--- config.mk ---
export PLATFORM = sky130hd
export DESIGN_NAME = rdr_out
export DESIGN_NICKNAME = d
export VERILOG_FILES = /design/src/rtl/core/rdr_pkg.sv /design/src/rtl/core/rdr_out.sv
export SDC_FILE = /design/constraint.sdc
export NUM_CORES = 1
export LEC_CHECK = 0
export ABC_AREA = 1
export ABC_CLOCK_PERIOD_IN_PS = 7600
export BUFFER_PORTS_ARGS = -buffer_cell sky130_fd_sc_hd__buf_2
export CORE_ASPECT_RATIO = 0.9
export CORE_UTILIZATION = 59
export CTS_CLUSTER_SIZE = 28
export DETAILED_ROUTE_END_ITERATION = 7
export HOLD_SLACK_MARGIN = 0.08
export PLACE_DENSITY = 0.87
export SYNTH_ARGS = -nofsm -noshare
export SYNTH_HDL_FRONTEND = slang
export SYNTH_SLANG_ARGS = --single-unit
--- constraint.sdc ---
create_clock -name i_clk -period 7.6 [get_ports i_clk]
set_input_delay 0.38 -clock i_clk [delete_from_list [all_inputs] [get_ports i_clk]]
set_output_delay 0.38 -clock i_clk [all_outputs]
set_load 0.02 [all_outputs]
--- src/rtl/core/rdr_pkg.sv ---
// ---------------------------------------------------------------------------
// rdr_pkg
// Types, register codes and width helpers for the radial distortion remap.
// ---------------------------------------------------------------------------
package rdr_pkg;

    localparam int COORD_BITS_DEF = 12;

    localparam int CENTER_W   = 12;
    localparam int SIZE_W     = 13;
    localparam int COEF_W     = 32;
    localparam int CFG_ADDR_W = 3;
    localparam int CFG_DATA_W = 32;

    // k1 is scaled by 2^-48, k2 by 2^-64: k1 lines up with k2*s after << 16
    localparam int K1_SHIFT  = 16;
    localparam int FRAC_BITS = 64;

    localparam logic [CENTER_W-1:0]      CENTER_RESET = '0;
    localparam logic signed [COEF_W-1:0] K1_RESET     = 32'sd281475;
    localparam logic signed [COEF_W-1:0] K2_RESET     = 32'sd14757395;
    localparam logic [SIZE_W-1:0]        SIZE_RESET   = 13'd4096;

    typedef enum logic [CFG_ADDR_W-1:0] {
        REG_CENTER_X     = 3'd0,
        REG_CENTER_Y     = 3'd1,
        REG_K1_COEFF     = 3'd2,
        REG_K2_COEFF     = 3'd3,
        REG_IMAGE_WIDTH  = 3'd4,
        REG_IMAGE_HEIGHT = 3'd5
    } t_cfg_reg;

    // per-axis control that rides along with the wide product
    typedef struct packed {
        logic valid;
        logic neg;     // offset is negative
    } t_lane_ctl;

    // |d| * s : C bits times 2C+1 bits
    function automatic int amp_w(input int c);
        return 3 * c + 1;
    endfunction

    // signed k1*2^16 + k2*s, with room for the small-coordinate case
    function automatic int gain_w(input int c);
        return (2 * c + 34 > 49) ? 2 * c + 34 : 49;
    endfunction

    // two coordinates packed, padded to whole bytes
    function automatic int tdata_w(input int c);
        return ((2 * c + 7) / 8) * 8;
    endfunction

endpackage

--- src/rtl/core/rdr_out.sv ---
// ---------------------------------------------------------------------------
// rdr_out
// Stage 9: signed offsets, source coordinates, bounds check; output register
// plus skid register toward the downstream port.
// ---------------------------------------------------------------------------
module rdr_out #(
    parameter int COORD_BITS = rdr_pkg::COORD_BITS_DEF
) (
    input  logic                        i_clk,
    input  logic                        i_rst_n,
    input  rdr_pkg::t_lane_ctl          i_ctl_x,
    input  rdr_pkg::t_lane_ctl          i_ctl_y,
    input  logic [COORD_BITS:0]         i_mag_x,
    input  logic [COORD_BITS:0]         i_mag_y,
    input  logic [COORD_BITS-1:0]       i_pixel_x,
    input  logic [COORD_BITS-1:0]       i_pixel_y,
    input  logic [rdr_pkg::SIZE_W-1:0]  i_image_width,
    input  logic [rdr_pkg::SIZE_W-1:0]  i_image_height,
    input  logic                        i_m_tready,
    output logic                        o_adv,
    output logic                        o_valid,
    output logic [COORD_BITS-1:0]       o_source_x,
    output logic [COORD_BITS-1:0]       o_source_y,
    output logic                        o_in_range
);

    localparam int C    = COORD_BITS;
    localparam int CMPW = (C > rdr_pkg::SIZE_W) ? C : rdr_pkg::SIZE_W;

    logic [C+1:0] w_off_x, w_off_y, w_sx, w_sy;
    logic         w_ok_x, w_ok_y, w_ok, w_valid;

    assign w_valid = i_ctl_x.valid & i_ctl_y.valid;

    assign w_off_x = i_ctl_x.neg ? (~{1'b0, i_mag_x} + 1'b1) : {1'b0, i_mag_x};
    assign w_off_y = i_ctl_y.neg ? (~{1'b0, i_mag_y} + 1'b1) : {1'b0, i_mag_y};
    assign w_sx    = {2'b00, i_pixel_x} - w_off_x;
    assign w_sy    = {2'b00, i_pixel_y} - w_off_y;

    // top two bits clear: non-negative and below the coordinate span
    assign w_ok_x = (w_sx[C+1:C] == 2'b00) && (CMPW'(w_sx[C-1:0]) < CMPW'(i_image_width));
    assign w_ok_y = (w_sy[C+1:C] == 2'b00) && (CMPW'(w_sy[C-1:0]) < CMPW'(i_image_height));
    assign w_ok   = w_ok_x & w_ok_y;

    logic         r_o_v, r_skid_v, n_skid_v;
    logic [C-1:0] r_o_sx, r_o_sy, r_sk_sx, r_sk_sy;
    logic         r_o_ok, r_sk_ok;

    // pipeline moves whenever the skid register is free
    assign o_adv = !r_skid_v;

    always_comb begin
        n_skid_v = r_skid_v;
        if (!r_skid_v) begin
            n_skid_v = r_o_v & !i_m_tready;
        end else if (i_m_tready) begin
            n_skid_v = 1'b0;
        end
    end

    always_ff @(posedge i_clk) begin
        if (!i_rst_n) begin
            r_o_v    <= 1'b0;
            r_skid_v <= 1'b0;
        end else begin
            r_skid_v <= n_skid_v;
            if (o_adv) begin
                r_o_v <= w_valid;
            end
        end
    end

    always_ff @(posedge i_clk) begin
        if (o_adv) begin
            r_o_sx  <= w_ok ? w_sx[C-1:0] : '0;
            r_o_sy  <= w_ok ? w_sy[C-1:0] : '0;
            r_o_ok  <= w_ok;
            r_sk_sx <= r_o_sx;
            r_sk_sy <= r_o_sy;
            r_sk_ok <= r_o_ok;
        end
    end

    assign o_valid    = r_skid_v | r_o_v;
    assign o_source_x = r_skid_v ? r_sk_sx : r_o_sx;
    assign o_source_y = r_skid_v ? r_sk_sy : r_o_sy;
    assign o_in_range = r_skid_v ? r_sk_ok : r_o_ok;

endmodule

## After elaboration in Yosys (flattened, before gate mapping)

Cells that the tools add are included.

- Add/subtract/negate cells: 4
- Order comparisons: 2
- Multiplexer cells: 7
- Bitwise operators: 6
- Reductions and logical operators: 6

Operators with widths:

| operator | number |
|---|---|
| $add 14x1->14 const B | 2 |
| $mux 14 | 2 |
| $not 13->14 | 2 |
| $sub 12x14->14 | 2 |
| $lt 12x13->1 | 2 |
| $mux 12 | 2 |
| $logic_not 2->1 | 2 |
| $and 1x1->1 | 3 |
| $mux 1 | 3 |
| $logic_and 1x1->1 | 2 |
| $logic_not 1->1 | 2 |
| $or 1x1->1 | 1 |

- Register bits after elaboration: 52
- Output and inout bits: 27

## Depth between registers and ports, before layout

- Word-level depth: 7
- Gate-level depth with buffers: 27
- Mapped depth without buffers: 26

## Worst setup path before layout

No wires, ideal clock.

- Kind: input to register
- Start: input port i_mag_y[1]
- End: register r_o_sx[9], data pin
- Setup time: 0.150 ns
- Data arrival time: 3.703 ns
- Data required time: 7.450 ns
- Path slack: 3.747 ns
- Stages: 27
- Buffers on the path: 1
- Path through: inv_1 ha_1 inv_1 nor2_1 nand3_1 nand2_1 o21ai_0 xor2_1 inv_1 ha_1 nand2_1 nor2_1 nand3_1 nand3_1 nand2_1 o21ai_0 xor2_1 inv_1 ha_1 nand2_1 o21ai_0 a211oi_1 nand2_1 nor2_1 nand3_4 buf_6 nor3_2

- Cells in the longest elaborated chain, start to end: 7

RTL lines:

| item | line | RTL |
|---|---|---|
| from (decl) | rdr_out.sv:14 | `input logic [COORD_BITS:0] i_mag_y,` |
| $not 13->14 | rdr_out.sv:36 | `assign w_off_y = i_ctl_y.neg ? (~{1'b0, i_mag_y} + 1'b1) : {1'b0, i_mag_y};` |
| $add 14x1->14 | rdr_out.sv:36 |  |
| $mux 14 (*) | rdr_out.sv:36 |  |
| $sub 12x14->14 (*) | rdr_out.sv:38 | `assign w_sy = {2'b00, i_pixel_y} - w_off_y;` |
| via w_sy[11] | rdr_out.sv:30 | `logic [C+1:0] w_off_x, w_off_y, w_sx, w_sy;` |
| $lt 12x13->1 (*) | rdr_out.sv:42 | `assign w_ok_y = (w_sy[C+1:C] == 2'b00) && (CMPW'(w_sy[C-1:0]) < CMPW'(i_image_height));` |
| $logic_and 1x1->1 (*) | rdr_out.sv:42 |  |
| $and 1x1->1 (*) | rdr_out.sv:43 | `assign w_ok = w_ok_x & w_ok_y;` |
| to (signal assigned) | rdr_out.sv:75 | `r_o_sx <= w_ok ? w_sx[C-1:0] : '0;` |
| to (decl) | rdr_out.sv:46 | `logic [C-1:0] r_o_sx, r_o_sy, r_sk_sx, r_sk_sy;` |

Mark *: on every way through the listed nets, which the timed path passes. The rest lies on a longest branch.
A chain may end at the register's enable or synchronous reset.

## Final worst setup path

- Start: input port i_mag_y[0]
- End: register r_o_sy[6], data pin

- Cells in the longest elaborated chain, start to end: 7

RTL lines:

| item | line | RTL |
|---|---|---|
| $not 13->14 | rdr_out.sv:36 |  |
| $add 14x1->14 | rdr_out.sv:36 |  |
| $mux 14 (*) | rdr_out.sv:36 |  |
| $sub 12x14->14 (*) | rdr_out.sv:38 |  |
| via w_sy[11] | rdr_out.sv:30 |  |
| $lt 12x13->1 (*) | rdr_out.sv:42 |  |
| $logic_and 1x1->1 (*) | rdr_out.sv:42 |  |
| $and 1x1->1 (*) | rdr_out.sv:43 |  |
| to (signal assigned) | rdr_out.sv:76 | `r_o_sy <= w_ok ? w_sy[C-1:0] : '0;` |
| to (decl) | rdr_out.sv:46 |  |

Marked as above.

==> impl_metrics.py <==
metrics = {
    "synth": {
        "synth_cells": 615,
        "yosysSeqAreaShare_pct": 28.81,
        "synthArstFlopShare_pct": 0,
        "ys_warn_count": 0,
        "synth-edff-count": 25,
        "ys_ff_latch": 52,
        "synth_nets": 748,
        "yosysUniqueCellTypes": 36,
        "avgSynthCellArea_sq_um": 7.287,
        "yosys_most_used_dff": "dfxtp_1",
        "mappedNetlistArea_sq_mm": 0.004482,
    },
    "critical_path": {
        "critPathRequiredTime_ns": 7.71,
        "cp.arrival_ns": 4.50,
        "cp-start-kind": "primary input",
        "cp_max_fo": 25,
        "criticalPathCategory": "in2reg",
        "end_kind": "flip-flop",
    },
    "power": {
        "clockPowerShare_pct": 17.7,
        "power_density_mw_per_mm2": 176.7,
        "swShare_pct": 39.74,
        "pwr-share-comb_pct": 46.4,
        "intPower_uw": 550.8,
        "seqPwrFrac_pct": 36.0,
        "vdd_ir_drop_max_mv": 0.09462,
        "p_sw_uw": 363.2,
        "p_leak_nw": 2.945,
    },
    "routing": {
        "drc": 0,
        "wl_mm": 9.372,
        "wl_per_cell_microns": 11.50,
        "ant_nets": 0,
        "vias": 4071,
        "dr.pass1.iters": 6,
        "first_iter_violations": 132,
        "routed_via_density": 4.995,
    },
    "timing": {
        "rsz0062_at_grt": "false",
        "setup_viol": 0,
        "finalHoldViolCount": 0,
        "setup_tns_ns": 0,
        "period_needed_ns": 4.394,
        "final_max_slew_viol_count": 0,
        "max_freq_mhz": 227.6,
        "period_share_pct": 57.82,
        "fin_skew_ns": 0.006694,
        "whs_ns": 0.2164,
        "slew_headroom_pct": 40.04,
        "worst_pin_slew_ns": 0.8981,
    },
    "global_route": {
        "antenna_found_initial": 0,
        "grt_usage_pct": 24.44,
        "grt_first_pass_wirelength_mm": 16.00,
        "overflow": 0,
        "grt_max_degree": 52,
        "grt_pass1_vias": 3846,
    },
    "clocking": {
        "cts_root_buf": "clkbuf_8",
        "cts_num_sinks": 52,
        "cts_buffers": 5,
        "cts_max_level": 2,
        "postCtsHoldBufs": 0,
        "cts_setup_buffers": 0,
        "clkLatencyLatePin_ns": 0.30,
        "clk_pin_slew_ns": 0.09,
        "cts.repair.resized": 0,
        "clock_path_buffers": 2,
        "cts_tree": "done",
    },
    "placed_design": {
        "place_inst": 807,
        "gp_congestion": 0.9041,
        "hpwl_mm": 7.993,
        "dpl_cell_area_sq_mm": 0.005077,
        "io_buffers": 109,
    },
    "min_path": {
        "hold_class": "in2reg",
    },
    "final_layout": {
        "synthToLayoutAreaGrowth_pct": 15.41,
        "drive_gt1_share_pct": 22.85,
        "diodes": 0,
        "final_cells": 815,
        "nets": 854,
        "fin_area_sq_mm": 0.005172,
        "postLayoutCoreUtil_pct": 72.00,
    },
    "die": {
        "dieArea_sq_mm": 0.007949,
        "die_x_microns": 93.87,
        "fp-row-count": 29,
        "initial_core_util_pct": 62.38,
        "ios": 110,
        "die_y_microns": 84.69,
        "core_sq_mm": 0.007184,
    },
    "job": {
        "maxCapViolations": 0,
    },
    "status": {
        "outcome": "finished, final reports clean",
    },
}
-- metal layers --
| layer | up-vias | track usage [%] | wire (microns) |
|---|---|---|---|
| met5 | - | 0 | 0 |
| li1 | 2157 | - | - |
| met3 | 14 | 2.174 | 353 |
| met1 | 1798 | 31.18 | 4308 |
| met2 | 102 | 43.07 | 4568 |
| met4 | 0 | 8.252 | 142 |
-- kinds of logic (layout without fill, tap and decap cells) --
kind of cell	count (synthesis)	in the layout	share of synthesized area [%]
and+or+nand+nor	270	270	28.89
buffers and inverters	137	244	12.20
AOI/OAI and AO/OA	70	70	8.599
DFF	52	52	28.81
xor gates and xnor gates	36	36	7.203
adders and majority gates	50	50	14.29
-- power groups by stage --
stage / Combinational [mW] / Sequential, mW / Clock, mW
after floorplan: 0.329 / 0.332 / 0
after global placement: 0.403 / 0.334 / 0
after detailed placement: 0.423 / 0.335 / 0
after CTS: 0.425 / 0.329 / 0.166
after global routing: 0.482 / 0.331 / 0.176
final: 0.424 / 0.329 / 0.161
-- through the flow --
stage	power [mW]	setup slack, ns
2_1_floorplan	0.6613	3.747
3_3_place_gp	0.7375	3.267
4_1_cts	0.9192	3.223
6_report	0.9140	3.206
5_1_grt	0.9894	2.640
3_5_place_dp	0.7586	2.919
-- worst max-delay path, cell delays in order --
cell      delay [ns]
buf_2           0.12
inv_1           0.09
ha_1            0.19
inv_1           0.06
nor2_1          0.08
nand3_1         0.09
nand2_1         0.16
o21ai_0         0.13
xor2_1          0.14
inv_1           0.05
ha_1            0.36
nand2_1         0.11
nor2_1          0.15
nand3_1         0.12
nand3_1         0.12
nand2_1         0.07
o21ai_0         0.18
xor2_1          0.24
inv_1           0.08
ha_1            0.29
nand2_1         0.07
o21ai_0         0.08
a211oi_1        0.19
nand2_1         0.09
nor2_1          0.20
nand3_4         0.35
nor3_1          0.32
-- sequential cells by signal, summed over array words and instances (netlist names) --
name	flops
r_sk_sy	12
r_skid_v	1
r_sk_ok	1
r_o_sx	12
r_o_sy	12
r_sk_sx	12
r_o_ok	1
r_o_v	1
-- final timing paths --
check                      to  slack (ns)  cells past startpoint       start
hold reg to reg    r_sk_sy[2]        0.45                      2  r_sk_sy[2]
hold / removal       r_skid_v        0.22                      2  i_m_tready
setup reg to reg  r_sk_sy[11]        5.80                      4    r_skid_v
setup / recovery    r_o_sy[6]        3.21                     27  i_mag_y[0]
-- area by class of cell --
| type | instances | area, sq um |
|---|---|---|
| inverter | 126 | 473.0 |
| timing repair buffer | 110 | 553.0 |
| multi-input combinational | 426 | 2644 |
| tap | 93 | 116.4 |
| clock inverter | 2 | 12.51 |
| fill | 593 | 2012 |
| sequential | 52 | 1291 |
| clock buffer | 6 | 82.58 |
-- cell usage after synthesis, types with 9 or more instances --
| master | number | area [sq um] |
|---|---|---|
| nand2_1 | 163 | 611.8 |
| inv_1 | 122 | 457.9 |
| ha_1 | 48 | 600.6 |
| a21oi_1 | 30 | 150.1 |
| nor2_1 | 28 | 105.1 |
| dfxtp_1 | 27 | 540.5 |
| edfxtp_1 | 25 | 750.7 |
| xor2_1 | 23 | 201.4 |
| nand3_1 | 22 | 110.1 |
| o21ai_0 | 22 | 110.1 |
| nor3_2 | 20 | 200.2 |
| xnor2_1 | 12 | 105.1 |
| nor3_1 | 9 | 45.04 |
-- cell usage in the layout, fill, tap and decap left out, types with 2 or more instances in the layout --
cell type | synthesis | final
nand2_1 | 163 | 163
inv_1 | 122 | 122
buf_2 | 2 | 109
ha_1 | 48 | 48
a21oi_1 | 30 | 30
nor2_1 | 28 | 28
dfxtp_1 | 27 | 27
edfxtp_1 | 25 | 25
xor2_1 | 23 | 23
nand3_1 | 22 | 22
o21ai_0 | 22 | 22
nor3_2 | 20 | 20
xnor2_1 | 12 | 12
nor3_1 | 9 | 9
nand2_2 | 7 | 7
nor2_2 | 7 | 7
nand4_1 | 6 | 6
clkbuf_8 | 0 | 6
o21ai_1 | 4 | 4
nand3_2 | 4 | 4
inv_2 | 3 | 3
o21bai_1 | 3 | 3
o31ai_1 | 3 | 3
o21ai_2 | 2 | 2
a21boi_0 | 2 | 2
a31oi_1 | 2 | 2
fa_1 | 2 | 2
inv_4 | 0 | 2
Note: power is estimated with default switching activity, not from simulation.
